===== config.mk =====
export PLATFORM = sky130hd
export DESIGN_NAME = alr_rmw
export DESIGN_NICKNAME = d
export VERILOG_FILES = /design/src/sv/alr_pkg.sv /design/src/sv/alr_rmw.sv
export VERILOG_INCLUDE_DIRS = /design/src /design/src/sv
export SDC_FILE = /design/constraint.sdc
export NUM_CORES = 1
export LEC_CHECK = 0
export BUFFER_PORTS_ARGS = -buffer_cell sky130_fd_sc_hd__buf_2
export CAP_MARGIN = 30
export CORE_MARGIN = 5
export CORE_UTILIZATION = 35
export CTS_CLUSTER_DIAMETER = 100
export DETAILED_ROUTE_END_ITERATION = 16
export GPL_TIMING_DRIVEN = 0
export HOLD_SLACK_MARGIN = 0.15
export PLACE_DENSITY = 0.59
export SYNTH_ARGS = -nofsm -noshare
export SYNTH_HDL_FRONTEND = slang
export SYNTH_SLANG_ARGS = --single-unit

===== constraint.sdc =====
create_clock -name clk -period 4 [get_ports clk]
set_input_delay 0.2 -clock clk [delete_from_list [all_inputs] [get_ports clk]]
set_output_delay 0.2 -clock clk [all_outputs]
set_load 0.02 [all_outputs]

===== src/sv/audio_loop_recorder_overdub_top_macros.svh =====
// Assertion macros shared by the loop recorder RTL.
// Each macro expects clk and rst_n to be visible at the point of use.
`ifndef AUDIO_LOOP_RECORDER_OVERDUB_TOP_MACROS_SVH
`define AUDIO_LOOP_RECORDER_OVERDUB_TOP_MACROS_SVH

// Check a condition at every clock edge outside reset.
`define ALR_ASSERT_HOLDS(lbl, cond, msg) \
  lbl: assert property (@(posedge clk) disable iff (!rst_n) (cond)) else $error(msg);

// Check a consequence in the same cycle as its trigger.
`define ALR_ASSERT_IMPL(lbl, ante, cons, msg) \
  lbl: assert property (@(posedge clk) disable iff (!rst_n) (ante) |-> (cons)) \
    else $error(msg);

// Check a consequence in the cycle after its trigger.
`define ALR_ASSERT_NEXT(lbl, ante, cons, msg) \
  lbl: assert property (@(posedge clk) disable iff (!rst_n) (ante) |=> (cons)) \
    else $error(msg);

`endif


===== src/sv/alr_pkg.sv =====
// Shared types and codes for the loop recorder.
// No dependencies.
package alr_pkg;

  // Operation codes of an input transaction
  localparam logic [2:0] OP_TICK      = 3'd0;
  localparam logic [2:0] OP_ON        = 3'd1;
  localparam logic [2:0] OP_OFF       = 3'd2;
  localparam logic [2:0] OP_REC_START = 3'd3;
  localparam logic [2:0] OP_REC_STOP  = 3'd4;
  localparam logic [2:0] OP_CLEAR     = 3'd5;

  // Transport modes
  localparam logic [1:0] MODE_STOP = 2'd0;
  localparam logic [1:0] MODE_PLAY = 2'd1;
  localparam logic [1:0] MODE_REC  = 2'd2;

  // Work handed from the control stage to the read-modify-write stage
  typedef struct packed {
    logic        play_act;   // a stored sample is played
    logic        rec_wr;     // the memory entry at the write position is written
    logic        overdub;    // the write adds to the stored sample
    logic [15:0] sample_in;
    logic [1:0]  mode;
    logic [15:0] play_pos;
    logic [16:0] rec_pos;
    logic [16:0] loop_len;
  } alr_stage_t;

endpackage


===== src/sv/alr_rmw.sv =====
// Read-modify-write stage: forwarding, saturating overdub, memory write, result register.
// Depends on alr_pkg and the assertion macros header.
`include "audio_loop_recorder_overdub_top_macros.svh"
module alr_rmw
  import alr_pkg::*;
#(
  parameter int DEPTH       = 65536,
  parameter int SAMPLE_BITS = 16,
  localparam int AW         = $clog2(DEPTH)
) (
  input  logic                   clk,
  input  logic                   rst_n,
  input  logic                   acc,
  output logic                   in_ready,
  input  alr_stage_t             stage,
  input  logic [AW-1:0]          play_addr,
  input  logic [AW-1:0]          rec_addr,
  input  logic [SAMPLE_BITS-1:0] ra_data,
  input  logic [SAMPLE_BITS-1:0] rb_data,
  output logic                   wr_en,
  output logic [AW-1:0]          wr_addr,
  output logic [SAMPLE_BITS-1:0] wr_data,
  output logic                   out_valid,
  input  logic                   out_ready,
  output logic [15:0]            out_sample_out,
  output logic [1:0]             out_mode,
  output logic                   out_sounding,
  output logic [15:0]            out_play_position,
  output logic [16:0]            out_record_position,
  output logic [16:0]            out_loop_length
);

  localparam int SB = SAMPLE_BITS;
  localparam int EW = ((SB > 16) ? SB : 16) + 1;
  localparam logic [SB-1:0] SAT_MAX = {1'b0, {(SB-1){1'b1}}};
  localparam logic [SB-1:0] SAT_MIN = {1'b1, {(SB-1){1'b0}}};

  logic          s1_v_r;
  alr_stage_t    s1_r;
  logic [AW-1:0] s1_addr_r;
  logic          fwd_play_r, fwd_rec_r;
  logic [SB-1:0] fwd_data_r;
  logic          s1_adv;

  logic [SB-1:0]        play_word, rec_word;
  logic signed [EW-1:0] samp_ext, base_ext, sum, played_ext;
  logic                 sat_ok;
  logic [15:0]          sample_out;

  logic        out_valid_r;
  logic [15:0] out_sample_r, out_play_r;
  logic [1:0]  out_mode_r;
  logic [16:0] out_rec_r, out_len_r;

  // Advance the stage when the result register is free or being drained
  assign s1_adv   = s1_v_r && (!out_valid_r || out_ready);
  assign in_ready = !s1_v_r || s1_adv;

  // Take the sample written in the cycle of the read over stale memory data
  assign play_word = fwd_play_r ? fwd_data_r : ra_data;
  assign rec_word  = fwd_rec_r ? fwd_data_r : rb_data;

  // Add the take to the stored sample and saturate to the sample width
  always_comb begin
    samp_ext   = EW'(signed'(s1_r.sample_in));
    base_ext   = s1_r.overdub ? EW'(signed'(rec_word)) : '0;
    sum        = samp_ext + base_ext;
    sat_ok     = (&sum[EW-1:SB-1]) || !(|sum[EW-1:SB-1]);
    wr_data    = sat_ok ? sum[SB-1:0] : (sum[EW-1] ? SAT_MIN : SAT_MAX);
    played_ext = EW'(signed'(play_word));
    sample_out = s1_r.play_act ? played_ext[15:0] : '0;
  end

  assign wr_en   = s1_adv && s1_r.rec_wr;
  assign wr_addr = s1_addr_r;

  // Track stage and result occupancy
  always_ff @(posedge clk) begin
    if (!rst_n) begin
      s1_v_r      <= 1'b0;
      out_valid_r <= 1'b0;
    end else begin
      if (acc) begin
        s1_v_r <= 1'b1;
      end else if (s1_adv) begin
        s1_v_r <= 1'b0;
      end
      if (s1_adv) begin
        out_valid_r <= 1'b1;
      end else if (out_ready) begin
        out_valid_r <= 1'b0;
      end
    end
  end

  // Capture the transaction and note a write that lands with its reads
  always_ff @(posedge clk) begin
    if (acc) begin
      s1_r       <= stage;
      s1_addr_r  <= rec_addr;
      fwd_play_r <= wr_en && (wr_addr == play_addr);
      fwd_rec_r  <= wr_en && (wr_addr == rec_addr);
      fwd_data_r <= wr_data;
    end
  end

  // Load the result register
  always_ff @(posedge clk) begin
    if (s1_adv) begin
      out_sample_r <= sample_out;
      out_mode_r   <= s1_r.mode;
      out_play_r   <= s1_r.play_pos;
      out_rec_r    <= s1_r.rec_pos;
      out_len_r    <= s1_r.loop_len;
    end
  end

  assign out_valid           = out_valid_r;
  assign out_sample_out      = out_sample_r;
  assign out_mode            = out_mode_r;
  assign out_sounding        = (out_mode_r == MODE_PLAY);
  assign out_play_position   = out_play_r;
  assign out_record_position = out_rec_r;
  assign out_loop_length     = out_len_r;

  `ALR_ASSERT_IMPL(a_fwd_play, $past(rst_n) && $past(acc) && $past(wr_en) && ($past(wr_addr) == $past(play_addr)), fwd_play_r, "play read missed a same-cycle write")
  `ALR_ASSERT_NEXT(a_stall_hold, s1_v_r && !s1_adv, s1_v_r && $stable(ra_data) && $stable(rb_data), "read data lost while stalled")
  `ALR_ASSERT_NEXT(a_result_lands, s1_adv, out_valid_r, "advanced transaction did not reach the result register")

endmodule


==> impl_metrics.env <==
export IMPL_synthSimpleGateAreaFrac_pct=7.26
export IMPL_r2r_start="fwd_rec_r$_DFFE_PP_"
export IMPL_synth_edff_count=173
export IMPL_synthAdderAreaFrac_pct=3.55
export IMPL_crit_fanout=10
export IMPL_synth_area_mux_share_pct=4.48
export IMPL_root_buffer="clkbuf_16"
export IMPL_synthesis_area_mm2=0.00715
export IMPL_drt_iter0_markers=173
export IMPL_htree_levels=4
export IMPL_async_reset_ff_share_pct=0
export IMPL_grt_use_met2_pct=25.6
export IMPL_antenna_left=0
export IMPL_synth_warnings=0
export IMPL_clkSinkCount=175
export IMPL_fin_nets=958
export IMPL_dieArea_mm2=0.0234
export IMPL_gp_congestion=0.874
export IMPL_routed_via_count=4882
export IMPL_hp_start="ra_data[1]"
export IMPL_wl_per_cell_um=16.3
export IMPL_cap_viol_max_count=0
export IMPL_synthCells=435
export IMPL_vias_per_cell=4.50
export IMPL_worst_slew_pin_slew_ps=714
export IMPL_die_h_um=153
export IMPL_synth_seq_cells=175
export IMPL_core_mm2=0.0202
export IMPL_crit_type="reg2out"
export IMPL_setup_violations=0
export IMPL_worst_r2r_cell_count=11
export IMPL_synth_cell_types=46
export IMPL_avgSynthCellArea_um2=16.4
export IMPL_worstSetupStartpointType="flip-flop"
export IMPL_rows=52
export IMPL_start_util_pct=35.4
export IMPL_met3_usage_pct=4.13
export IMPL_hold_viol=0
export IMPL_clkLatencyLatePin_ps=420
export IMPL_areaGrowthSynthToFinish_pct=45.9
export IMPL_numCtsBuffers=17
export IMPL_numPortBuffers=242
export IMPL_drive_gt1_share_pct=36.3
export IMPL_relSlewSlack_pct=52.4
export IMPL_gr_usage_met1_pct=17.8
export IMPL_grt_usage_pct=14.9
export IMPL_powerDensity_mw_per_mm2=478
export IMPL_dpl_hpwl_mm=13.4
export IMPL_stdcell_area_mm2=0.0104
export IMPL_clkTransAtPathRegs_ps=70
export IMPL_leakagePower_nw=4.27
export IMPL_holdPathEnd="out_sample_out[1]$_SDFFCE_PN0P_"
export IMPL_cts_tree="built"
export IMPL_synth_seq_area_share_pct=73.2
export IMPL_peakVddDrop_mv=0.276
export IMPL_overflow=0
export IMPL_arrival_ps=3600
export IMPL_endpoint_kind="output pin"
export IMPL_ff2ff_setup_slack_ps=730
export IMPL_fmax_ghz=0.263
export IMPL_holdPathStages=3
export IMPL_dpl_cell_area_mm2=0.00878
export IMPL_grt_pass1_wl_mm=27.7
export IMPL_drv_slew=0
export IMPL_power_mw=4.99
export IMPL_grt_pass1_vias=5318
export IMPL_final_common_cell="buf_2"
export IMPL_worstReg2RegEnd="fwd_data_r[4]$_DFFE_PP_"
export IMPL_final_cell_mix="242 x buf_2, 173 x edfxtp_1, 100 x dlygate4sd3_1"
export IMPL_drc=0
export IMPL_period_share_pct=95.0
export IMPL_synth_compound_area_share_pct=5.37
export IMPL_hold_path_class="in2reg"
export IMPL_dr_pass1_iters=4
export IMPL_wirelength_mm=17.7
export IMPL_cts_buffer_depth=2
export IMPL_synthXorXnorAreaFrac_pct=5.02
export IMPL_synth_top_family_by_area="simple AND/OR/NAND/NOR gates"
export IMPL_boundaryPins=243
export IMPL_die_w_um=153
export IMPL_antenna_found_initial=1
export IMPL_rsz0062_at_grt="yes"
export IMPL_grt_busiest_layer="met2"
export IMPL_fin_crit_ps=3800
export IMPL_synth_ff_type="edfxtp_1"
export IMPL_critPathRequiredTime_ps=3800
export IMPL_outcome="complete, no violations"
export IMPL_synth_nets=591
export IMPL_fin_skew_ps=7.63
export IMPL_grt_max_degree=57
==> power by group <==
group	internal, mW	total [mW]	switching (mW)
logic	0.425	1.02	0.594
registers	2.22	2.30	0.0735
clock network	0.913	1.67	0.757
total	3.56	4.99	1.42
==> worst max-delay path by stage <==
stage / start / slack (ps) / end / depth (start not counted)
floorplan: fwd_rec_r$_DFFE_PP_ / 200 / fwd_data_r[4]$_DFFE_PP_ / 12
global placement: fwd_rec_r$_DFFE_PP_ / -250 / wr_data[1] / 13
detailed placement: fwd_rec_r$_DFFE_PP_ / -220 / wr_data[11] / 13
CTS: fwd_rec_r$_DFFE_PP_ / 40 / wr_data[4] / 12
global route: fwd_rec_r$_DFFE_PP_ / -9 / wr_data[4] / 12
finish: fwd_rec_r$_DFFE_PP_ / 200 / wr_data[4] / 12
==> timing repair <==
action	in CTS	in global routing
endpoints found under the setup margin	23	12
resized for setup	2	10
hold buffers	100	0
buffers inserted	4	0
pin swaps	1	0
endpoints found under the hold margin	101	0
==> synthesized netlist by cell type (2+ instances only) <==
cell type | n | share of area (%)
mux2i_1 | 32 | 4.5
xnor2_1 | 13 | 1.6
a21oi_1 | 16 | 1.1
dfxtp_1 | 2 | 0.56
a211o_1 | 2 | 0.25
nand2_1 | 5 | 0.26
edfxtp_1 | 173 | 73
clkbuf_1 | 6 | 0.32
o21ai_0 | 11 | 0.77
o211ai_1 | 3 | 0.32
a21o_1 | 4 | 0.42
nor3_1 | 9 | 0.63
o21a_1 | 4 | 0.42
nand3_1 | 11 | 0.77
and2_1 | 3 | 0.26
nor2b_1 | 39 | 3.4
nor2_1 | 11 | 0.58
nor4_1 | 6 | 0.53
maj3_2 | 3 | 0.47
xor2_1 | 28 | 3.4
o21bai_1 | 2 | 0.21
inv_1 | 11 | 0.58
and3_1 | 2 | 0.18
nand4_1 | 2 | 0.18
ha_1 | 16 | 2.8
==> metrics by stage <==
stage | TNS, ps | utilization (%) | setup slack (ps) | hold slack (ps) | instances
after CTS | 0 | 51.7 | 38.2 | 151 | 1085
after detailed placement | -2420 | 43.5 | -225 | 378 | 950
after global routing | -11.1 | 51.7 | -9.38 | 160 | 1086
after floorplan | 0 | - | 198 | 299 | 435
final | 0 | 51.7 | 199 | 157 | 1086
after global placement | -2790 | 43.1 | -254 | 376 | 947
==> registers in the layout, indices dropped and copies added (netlist names) <==
register             cells
out_loop_length         17
s1_v_r                   1
out_record_position     17
out_play_position       16
s1_r                    71
out_valid                1
out_mode                 2
fwd_rec_r                1
fwd_play_r               1
fwd_data_r              16
wr_addr                 16
out_sample_out          16
==> kinds of logic (layout without fill, tap and decap cells) <==
family | count (synthesis) | after routing
other cells | 0 | 1
xor+xnor | 41 | 41
flops | 175 | 175
buf+inv | 19 | 399
simple gates | 92 | 92
fa+ha+maj | 20 | 20
mux | 32 | 32
compound gates | 56 | 56
==> worst max-delay path, cell delays in order (launching register included) <==
cell	delay, ps
edfxtp_1	410
clkbuf_4	240
mux2i_1	140
nor2b_1	190
ha_1	310
a21o_2	250
a31o_1	250
a211o_1	280
or3_4	350
a21oi_2	230
buf_6	180
o21ai_0	150
buf_2	200
==> per-layer routing <==
layer | share of wire [%] | vias up
met2 | 51 | 173
met4 | 3.0 | 0
met3 | 5.1 | 38
li1 | - | 2390
met5 | 0 | -
met1 | 41 | 2281
==> cell type report <==
cell class / count / area [um2]
diodes: 1 / 2.50
well taps: 270 / 338
fillers: 1739 / 9740
repair buffers: 349 / 2320
plain buffers: 7 / 42.5
flip-flops and latches: 175 / 5240
multi-input cells: 241 / 1850
inverters: 11 / 41.3
clock inverters: 14 / 169
clock buffers: 18 / 439
No activity file was read; power rests on OpenSTA's default activity.
