## src/sv/audio_loop_recorder_overdub_top_macros.svh

```systemverilog
// Assertion macros shared by the loop recorder RTL.
// Each macro expects clk and rst_n to be visible at the point of use.
`ifndef AUDIO_LOOP_RECORDER_OVERDUB_TOP_MACROS_SVH
`define AUDIO_LOOP_RECORDER_OVERDUB_TOP_MACROS_SVH

// Check a condition at every clock edge outside reset.
`define ALR_ASSERT_HOLDS(lbl, cond, msg) \
  lbl: assert property (@(posedge clk) disable iff (!rst_n) (cond)) else $error(msg);

// Check a consequence in the same cycle as its trigger.
`define ALR_ASSERT_IMPL(lbl, ante, cons, msg) \
  lbl: assert property (@(posedge clk) disable iff (!rst_n) (ante) |-> (cons)) \
    else $error(msg);

// Check a consequence in the cycle after its trigger.
`define ALR_ASSERT_NEXT(lbl, ante, cons, msg) \
  lbl: assert property (@(posedge clk) disable iff (!rst_n) (ante) |=> (cons)) \
    else $error(msg);

`endif

```

## src/sv/alr_pkg.sv

```systemverilog
// Shared types and codes for the loop recorder.
// No dependencies.
package alr_pkg;

  // Operation codes of an input transaction
  localparam logic [2:0] OP_TICK      = 3'd0;
  localparam logic [2:0] OP_ON        = 3'd1;
  localparam logic [2:0] OP_OFF       = 3'd2;
  localparam logic [2:0] OP_REC_START = 3'd3;
  localparam logic [2:0] OP_REC_STOP  = 3'd4;
  localparam logic [2:0] OP_CLEAR     = 3'd5;

  // Transport modes
  localparam logic [1:0] MODE_STOP = 2'd0;
  localparam logic [1:0] MODE_PLAY = 2'd1;
  localparam logic [1:0] MODE_REC  = 2'd2;

  // Work handed from the control stage to the read-modify-write stage
  typedef struct packed {
    logic        play_act;   // a stored sample is played
    logic        rec_wr;     // the memory entry at the write position is written
    logic        overdub;    // the write adds to the stored sample
    logic [15:0] sample_in;
    logic [1:0]  mode;
    logic [15:0] play_pos;
    logic [16:0] rec_pos;
    logic [16:0] loop_len;
  } alr_stage_t;

endpackage

```

## src/sv/alr_ctrl.sv

```systemverilog
// Transport control: mode, positions and loop length, updated per transaction.
// Depends on alr_pkg and the assertion macros header.
`include "audio_loop_recorder_overdub_top_macros.svh"
module alr_ctrl
  import alr_pkg::*;
#(
  parameter int DEPTH = 65536,
  localparam int AW   = $clog2(DEPTH)
) (
  input  logic        clk,
  input  logic        rst_n,
  input  logic        acc,
  input  logic [2:0]  op,
  input  logic [15:0] sample_in,
  output alr_stage_t  stage,
  output logic        play_rd,
  output logic        rec_rd,
  output logic [AW-1:0] play_addr,
  output logic [AW-1:0] rec_addr
);

  localparam int PW                = AW + 1;
  localparam logic [PW-1:0] DEPTH_W = PW'(DEPTH);

  logic [1:0]    mode_r, mode_nxt;
  logic [AW-1:0] rp_r, rp_nxt;
  logic [PW-1:0] wp_r, wp_nxt;
  logic [PW-1:0] le_r, le_nxt;
  logic [PW-1:0] rp_inc, wp_inc;
  logic          has_loop, play_act, rec_act;

  // Decode the operation against the current state
  always_comb begin
    mode_nxt = mode_r;
    rp_nxt   = rp_r;
    wp_nxt   = wp_r;
    le_nxt   = le_r;
    play_act = 1'b0;
    rec_act  = 1'b0;
    has_loop = (le_r != '0);
    rp_inc   = {1'b0, rp_r} + PW'(1);
    wp_inc   = wp_r + PW'(1);
    case (op)
      OP_TICK: begin
        // advance the read position, wrap at the loop end
        if (has_loop && mode_r != MODE_STOP) begin
          play_act = 1'b1;
          rp_nxt   = (rp_inc >= le_r) ? '0 : rp_inc[AW-1:0];
        end
        // advance the write position; a first take closes the loop when full
        if (mode_r == MODE_REC) begin
          rec_act = 1'b1;
          if (has_loop) begin
            wp_nxt = (wp_inc >= le_r) ? '0 : wp_inc;
          end else begin
            wp_nxt = wp_inc;
            if (wp_inc >= DEPTH_W) begin
              le_nxt   = wp_inc;
              mode_nxt = MODE_STOP;
            end
          end
        end
      end
      OP_ON: begin
        if (has_loop && mode_r != MODE_REC) begin
          mode_nxt = MODE_PLAY;
        end
      end
      OP_OFF: begin
        if (mode_r == MODE_PLAY) begin
          mode_nxt = MODE_STOP;
          rp_nxt   = '0;
          wp_nxt   = '0;
        end
      end
      OP_REC_START: begin
        if (mode_r == MODE_PLAY) begin
          wp_nxt = {1'b0, rp_r};
        end else begin
          le_nxt = '0;
          wp_nxt = '0;
        end
        mode_nxt = MODE_REC;
      end
      OP_REC_STOP: begin
        if (!has_loop) begin
          le_nxt = wp_r;
        end
        mode_nxt = MODE_PLAY;
      end
      OP_CLEAR: begin
        le_nxt = '0;
      end
      default: begin
      end
    endcase
  end

  // Hand the work and the reported state to the next stage
  always_comb begin
    stage.play_act  = play_act;
    stage.rec_wr    = rec_act && (wp_r < DEPTH_W);
    stage.overdub   = has_loop;
    stage.sample_in = sample_in;
    stage.mode      = mode_nxt;
    stage.play_pos  = 16'(rp_nxt);
    stage.rec_pos   = 17'(wp_nxt);
    stage.loop_len  = 17'(le_nxt);
  end

  assign play_addr = rp_r;
  assign rec_addr  = wp_r[AW-1:0];
  assign play_rd   = acc && play_act;
  assign rec_rd    = acc && stage.rec_wr && has_loop;

  // Update the transport state once per accepted transaction
  always_ff @(posedge clk) begin
    if (!rst_n) begin
      mode_r <= MODE_STOP;
      rp_r   <= '0;
      wp_r   <= '0;
      le_r   <= '0;
    end else if (acc) begin
      mode_r <= mode_nxt;
      rp_r   <= rp_nxt;
      wp_r   <= wp_nxt;
      le_r   <= le_nxt;
    end
  end

  `ALR_ASSERT_HOLDS(a_wp_range, wp_r <= DEPTH_W, "write position beyond memory depth")
  `ALR_ASSERT_HOLDS(a_le_range, le_r <= DEPTH_W, "loop length beyond memory depth")
  `ALR_ASSERT_IMPL(a_first_take_room, (mode_r == MODE_REC) && (le_r == '0), wp_r < DEPTH_W, "first take recording past a full memory")

endmodule

```

## config.mk

```make
export PLATFORM = sky130hd
export DESIGN_NAME = alr_ctrl
export DESIGN_NICKNAME = d
export VERILOG_FILES = /design/src/sv/alr_pkg.sv /design/src/sv/alr_ctrl.sv
export VERILOG_INCLUDE_DIRS = /design/src /design/src/sv
export SDC_FILE = /design/constraint.sdc
export NUM_CORES = 1
export LEC_CHECK = 0
export BUFFER_PORTS_ARGS = -buffer_cell sky130_fd_sc_hd__buf_2
export CORE_MARGIN = 1.5
export CORE_UTILIZATION = 50
export DETAILED_ROUTE_END_ITERATION = 6
export GPL_ROUTABILITY_DRIVEN = 0
export PLACE_DENSITY = 0.78
export SKIP_CTS_REPAIR_TIMING = 1
export SYNTH_ARGS = -nofsm -noshare
export SYNTH_HDL_FRONTEND = slang
export SYNTH_SLANG_ARGS = --single-unit
```

## constraint.sdc

```tcl
create_clock -name clk -period 3.86 [get_ports clk]
set_input_delay 0.772 -clock clk [delete_from_list [all_inputs] [get_ports clk]]
set_output_delay 0.772 -clock clk [all_outputs]
set_load 0.05 [all_outputs]
```

==> key figures, run 1 <==
Placement
  • HPWL after DPL: 14300 um
  • I/O Buffers: 94

STA
  • Final Worst Setup Slack: -0.587 ns
  • Least-Margin Pin Slew: 0.789 ns
  • Fin. Hold Viols: 0
  • Ratio of final minimum period to clock period: 115%
  • Tmin final: 4.45 ns
  • F_max: around 220 MHz
  • Max_slew headroom: between 40% and 50%
  • RSZ-0062 raised after global routing: yes
  • Skew final: around 0.012 ns
  • Slew Viols, Final: 0
  • Final setup viols: 36

Setup path
  • Critical Path Start Type: flop
  • Worst r2r dst: wp_r[10]$_SDFFE_PN0P_
  • Worst-path fanout max: 7
  • Flop2flop setup slack: just over 0.3 ns
  • CP Cell Sequence: nand4_1 -> nor4_4 -> xor2_1 -> ha_1 -> and4_4 -> nand3_1 -> nand2_1 -> o32a_4 -> o41ai_4 -> buf_6 -> nand2_4 -> nand2_2 -> buf_8
  • Slowest CP cell: dfxtp_1
  • Critical path endpoint category: output pin
  • CP Launch Point: wp_r[12]$_SDFFE_PN0P_
  • Setup CP Type: flop to output pin
  • Crit-path max cell delay: approximately 0.52 ns
  • R2R Path Start: wp_r[12]$_SDFFE_PN0P_
  • Crit path DAT: 3.68 ns
  • Reg2reg path depth: 13
  • Worst Path Required: between 3 and 4 ns

Cells and area
  • Layout cells sized above 1: 41.1%
  • Ant. Diodes: 0
  • Fill count: 723
  • Nets@finish: 941
  • P&R area growth vs syn: 43.0%
  • Fin util: 73.1%
  • Commonest non-fill, non-tap cell in the layout: buf_4
  • Most frequent cells in the layout: 115 x buf_4, 61 x buf_2, 57 x a21oi_1, 57 x nor2_1, 53 x o21ai_0

Synthesis
  • Post-synthesis register bit count: 52
  • Number of synthesized flops with an enable pin: 0
  • Largest family of logic cells by synthesized area: compound AO/OA/AOI/OAI gates
  • Synth Area in Adders: 8.81%
  • Ys async rst share: 0%
  • Mapped Cells: between 700 and 800
  • XOR/XNOR Fraction of Synth Area: ~5.2%
  • Synthesized cell area: 5250 um2
  • Post-synthesis sequential area ratio: 19.8%
  • Post-synthesis mux area share: 0.619%
  • Simple-Gate Fraction of Synth Area: 24.3%
  • Post-Syn Nets: 804
  • Dominant synthesized flop cell: dfxtp_1
  • Mapped Avg Cell Area: around 7.1 um2
  • Yosys warns: 0
  • Number of library cell types mapped by synthesis: 68
  • Synth Area in Compound Gates: 29.0%

Floorplan
  • Die height: roughly 110 um
  • Ports: 127
  • Core Footprint: 10300 um2
  • Initial Utilization: between 50 and 60%
  • DIE WIDTH: between 100 and 150 um
  • Row count: 37
  • Die Area: ~11000 um2

Run
  • Max-cap check violation count: 0

Global route
  • Vias in the first global route: around 6000
  • Initial antenna violation count: 0
  • Global-route wire length before repair: between 30000 and 40000 um
  • Largest net degree at the start of global routing: 34
  • Gr usage total: 33.6%
  • GRT Residual Overflow: 0

CTS
  • Worst-path clk slew: approximately 0.11 ns
  • CTS tree: built
  • Clock root cell: clkbuf_8
  • Max clock buf depth: 2
  • Sinks on the clock net: 52
  • Total CTS buffers: 5
  • Clk_lat worst skew: 0.32 ns
  • H-Tree Depth: 2

Drt
  • Detailed Routing Iterations Pass 1: 6
  • DRC violations left: 0
  • Wire per inst: between 20 and 25 um
  • Final wirelength: roughly 22000 um
  • Post-route ant nets: 0
  • DR vias/cell: 6.66
  • DR iter-0 viols: between 1000 and 1500
  • DR vias: 6787

Hold path
  • Worst min-delay path startpoint: play_addr[3]$_SDFFE_PN0P_
  • Hold Crit Depth: 2
  • Hold Crit Class: flop to flop
  • Hold path endpoint: play_addr[3]$_SDFFE_PN0P_

Pwr
  • Pwr Density: 186 nW/um2
  • Tot Pwr: around 0.0014 W
  • Max VDD drop: 160 uV
  • LEAKAGE: 3.34 nW

Outcome
  • Violated checks: setup timing
  • Status: complete, but fails checks
==> cells in the mapped netlist (16+ instances only) <==
| cell type | number | area [um2] |
|---|---|---|
| inv_1 | 38 | 143 |
| o21ai_0 | 72 | 360 |
| nand2_1 | 72 | 270 |
| a21oi_1 | 59 | 295 |
| xnor2_1 | 16 | 140 |
| dfxtp_1 | 52 | 1040 |
| ha_1 | 37 | 463 |
| nor2_1 | 63 | 236 |
| clkbuf_1 | 33 | 124 |
| nand3_1 | 35 | 175 |
| a31oi_1 | 16 | 100 |
| buf_4 | 37 | 278 |
==> cells by family after synthesis <==
family	after synthesis
simple gates	257
compound gates	238
buf+inv	127
flops	52
fa+ha+maj	37
xor+xnor	31
mux	3
==> power by group <==
part / total [W] / switching (W) / internal [W]
Combinational: 0.000497 / 0.000324 / 0.000173
Sequential: 0.000556 / 0.0000150 / 0.000541
Clock: 0.000342 / 0.000216 / 0.000126
Total: 0.00140 / 0.000555 / 0.000840
==> worst max path at each step <==
stage                      to  slack, ns  cells after the start
floorplan           stage[17]      -0.14                     12
global placement    stage[31]      -0.36                     13
detailed placement  stage[24]      -0.48                     13
CTS                 stage[24]      -0.85                     13
global route        stage[21]      -0.65                     14
finish              stage[26]      -0.59                     13
==> registers in the layout, indices dropped and copies added, names as in the netlist <==
register / cells
mode_r: 2
le_r: 17
wp_r: 17
play_addr: 16
==> cell type report <==
cell class	instances	area, um2	area share (%)
flip-flops and latches	52	1080	14.4
clock inverters	3	18.8	0.250
clock buffers	5	68.8	0.916
inverters	39	149	1.98
repair buffers	217	1710	22.8
well taps	136	170	2.27
multi-input cells	567	4310	57.4
==> per-layer routing <==
layer,share of wire [%],GRT usage (%)
met1,36,44.7
met2,46,55.4
met3,12,5.38
met4,5.9,11.5
met5,0,0
==> critical path: cells and delay by family (launching register included) <==
family                   cells  cell delay [ns]
AND/OR/NAND/NOR              7             1.34
flip-flops                   1             0.52
AO/OA/AOI/OAI                2             0.53
buffers and inverters        2             0.40
XOR/XNOR                     1             0.26
adder cells (fa/ha/maj)      1             0.30
==> stage by stage <==
| step | std cells | setup slack (ns) | TNS (ns) | instance area (um2) | hold WS [ns] |
|---|---|---|---|---|---|
| after global routing | 1019 | -0.651 | -15.69 | 7510 | 0.594 |
| after CTS | 993 | -0.851 | -20.78 | 6600 | 0.566 |
| after detailed placement | 985 | -0.483 | -7.31 | 6510 | 0.547 |
| after floorplan | 745 | -0.138 | -1.72 | 5700 | 0.528 |
| after global placement | 985 | -0.358 | -4.54 | 6510 | 0.530 |
| final | 1019 | -0.587 | -12.55 | 7510 | 0.573 |
Note: power is estimated with default switching activity, not from simulation.
==> run 2: changes to the inputs <==
--- a/config.mk
+++ b/config.mk
@@ -7,11 +7,13 @@
 export NUM_CORES = 1
 export LEC_CHECK = 0
 export BUFFER_PORTS_ARGS = -buffer_cell sky130_fd_sc_hd__buf_2
+export CELL_PAD_IN_SITES_DETAIL_PLACEMENT = 0
+export CELL_PAD_IN_SITES_GLOBAL_PLACEMENT = 1
 export CORE_MARGIN = 1.5
-export CORE_UTILIZATION = 50
+export CORE_UTILIZATION = 35
 export DETAILED_ROUTE_END_ITERATION = 6
 export GPL_ROUTABILITY_DRIVEN = 0
-export PLACE_DENSITY = 0.78
+export PLACE_DENSITY_LB_ADDON = 0.1
 export SKIP_CTS_REPAIR_TIMING = 1
 export SYNTH_ARGS = -nofsm -noshare
 export SYNTH_HDL_FRONTEND = slang
==> run 2 against run 1 <==
Highest routed layer unchanged. Sequential power about the same. Die area up 42%. The run still ends with setup timing left. Final area increased by 3.3%. Largest cell class unchanged. First-iteration DRC count is 53% lower. Largest power group unchanged. Worst setup slack gained 0.21 ns. Via count decreased by 8.5%.
==> key figures, run 2 (synthesized netlist as in run 1, its figures left out) <==
Setup path
  • Most numerous cell on the critical path: and3_4
  • Worst path buffer plus inverter count: 3
  • Crit-path max cell delay: about 0.46 ns
  • CP Launch Point: wp_r[1]$_SDFFE_PN0P_
  • Reg2reg path depth: 14
  • Slowest CP cell: o41ai_4
  • CP Cell Sequence: ha_4 -> and3_4 -> nand3_4 -> nor2_2 -> xor2_2 -> ha_1 -> and3_4 -> a22o_1 -> o21a_1 -> buf_6 -> o41ai_4 -> clkbuf_16 -> nand2_4 -> nand2_2 -> buf_8
  • Critical Path Start Type: flop
  • Crit path DAT: 3.47 ns
  • Worst r2r dst: wp_r[8]$_SDFFE_PN0P_
  • Flop2flop setup slack: 0.55 ns
  • Worst-path fanout max: 7
  • CP delay by family, top: compound AO/OA/AOI/OAI gates
  • R2R Path Start: wp_r[1]$_SDFFE_PN0P_
  • Levels on crit path: 15
  • Worst setup path endpoint: stage[20]
  • Critical path endpoint category: output pin
  • Worst Path Required: around 3 ns
  • Setup CP Type: flop to output pin

Floorplan
  • DIE WIDTH: 126 um
  • Die height: 126 um
  • Ports: approximately 130
  • Core Footprint: about 15000 um2
  • Row count: 44
  • Die Area: 15800 um2
  • Initial Utilization: 36.0%

Cells and area
  • Nets@finish: 962
  • Non-Filler Instances: approximately 1100
  • Commonest non-fill, non-tap cell in the layout: buf_4
  • Fin util: 53.2%
  • Most frequent cells in the layout: 132 x buf_4, 61 x buf_2, 59 x nor2_1
  • Ant. Diodes: 0
  • Finished Cell Area: 7760 um2
  • P&R area growth vs syn: 47.8%
  • Layout cells sized above 1: 40.9%

STA
  • RSZ-0062 raised after global routing: yes
  • Final Worst Setup Slack: -0.380 ns
  • Final setup viols: 33
  • Tmin final: 4.24 ns
  • Setup TNS: -10.31 ns
  • F_max: 236 MHz
  • Skew final: about 0.007 ns
  • Fin. Hold Viols: 0
  • Least-Margin Pin Slew: slightly below 0.8 ns
  • Slew Viols, Final: 0
  • Ratio of final minimum period to clock period: 110%
  • Max_slew headroom: a little under half
  • Worst hold margin: around 0.55 ns

Drt
  • DR iter-0 viols: roughly 500
  • Final wirelength: 21600 um
  • DR vias/cell: 5.71
  • Met1 wire length: ~9700 um
  • Met3 routed WL: 1220 um
  • DR vias: 6211
  • Post-route ant nets: 0
  • Met2 wire length: 10200 um
  • Max layer used: met4
  • Detailed Routing Iterations Pass 1: 6
  • DRC violations left: 0
  • Wire per inst: 19.9 um

Placement
  • Post-DP Area: 6790 um2
  • I/O Buffers: 94
  • Inst Count DP: 1062
  • HPWL after DPL: 15900 um

CTS
  • Max clock buf depth: 2
  • H-Tree Depth: 2
  • Clk_lat worst skew: ~0.31 ns
  • Total CTS buffers: 5
  • CTS tree: built
  • Worst-path clk slew: roughly 0.07 ns
  • Clock root cell: clkbuf_16
  • Sinks on the clock net: between 50 and 60

Global route
  • Largest net degree at the start of global routing: 61
  • Gr usage total: roughly a quarter
  • Initial antenna violation count: 0
  • Vias in the first global route: around 6000
  • GRT Residual Overflow: 0
  • Global-route wire length before repair: 32600 um

Pwr
  • Max VDD drop: 152 uV
  • LEAKAGE: about 3.5 nW
  • Pwr Density: just under 200 nW/um2

Outcome
  • Status: complete, but fails checks
  • Violated checks: setup timing

Hold path
  • Hold Crit Depth: 2
  • Hold Crit Class: flop to flop

Run
  • Max-cap check violation count: 0
-- run 2: cell types whose count changed in the layout (fill, tap and decap cells not counted), moves of 4 or more --
cell / delta
buf_4: +17
clkbuf_16: +6
clkbuf_8: -5
nand2_1: +8
nand2_2: -4
nand2_4: -4
-- run 2: how the worst min path moves through the flow --
stage / end / startpoint
after global placement: play_addr[3]$_SDFFE_PN0P_ / play_addr[3]$_SDFFE_PN0P_
after floorplan: le_r[1]$_SDFFE_PN0P_ / le_r[1]$_SDFFE_PN0P_
after global routing: play_addr[3]$_SDFFE_PN0P_ / play_addr[3]$_SDFFE_PN0P_
after detailed placement: play_addr[3]$_SDFFE_PN0P_ / play_addr[3]$_SDFFE_PN0P_
after CTS: play_addr[3]$_SDFFE_PN0P_ / play_addr[3]$_SDFFE_PN0P_
final: play_addr[3]$_SDFFE_PN0P_ / play_addr[3]$_SDFFE_PN0P_
-- run 2: layer usage --
metal | vias to the layer above | track usage (%)
met3 | 35 | 3.21
met1 | 2994 | 35.5
met2 | 232 | 42.4
met4 | 0 | 8.16
li1 | 2950 | -
met5 | - | 0
-- run 2: cell type report --
type	count	area, um2
repair buffers	238	1900
well taps	184	230
clock inverters	1	3.75
flip-flops and latches	52	1070
clock buffers	7	133
fillers	1417	6830
multi-input cells	567	4270
inverters	39	149
-- run 2: power by group --
group	total [W]	switching, W	leakage [nW]	internal, W
sequential	0.000555	0.0000133	0.430	0.000542
clock	0.000463	0.000222	0.0655	0.000240
combinational	0.000495	0.000315	2.97	0.000181
total	0.00151	0.000550	3.46	0.000962
-- run 2: through the flow --
step	setup slack (ns)	power (W)
5_1_grt	-0.487	0.00157
4_1_cts	-0.940	0.00146
6_report	-0.380	0.00151
3_3_place_gp	-0.455	0.000996
2_1_floorplan	-0.138	0.000913
3_5_place_dp	-0.605	0.000997
-- run 2: worst reg2reg max path, stage by stage (launching register included) --
cell	delay (ns)
dfxtp_4	0.37
ha_4	0.14
and3_4	0.22
nand3_4	0.11
nor2_2	0.18
xor2_2	0.18
ha_1	0.27
and3_4	0.19
a22o_1	0.20
o21a_1	0.20
buf_6	0.12
o41ai_4	0.46
clkbuf_16	0.27
nand2_4	0.05
a31oi_1	0.26
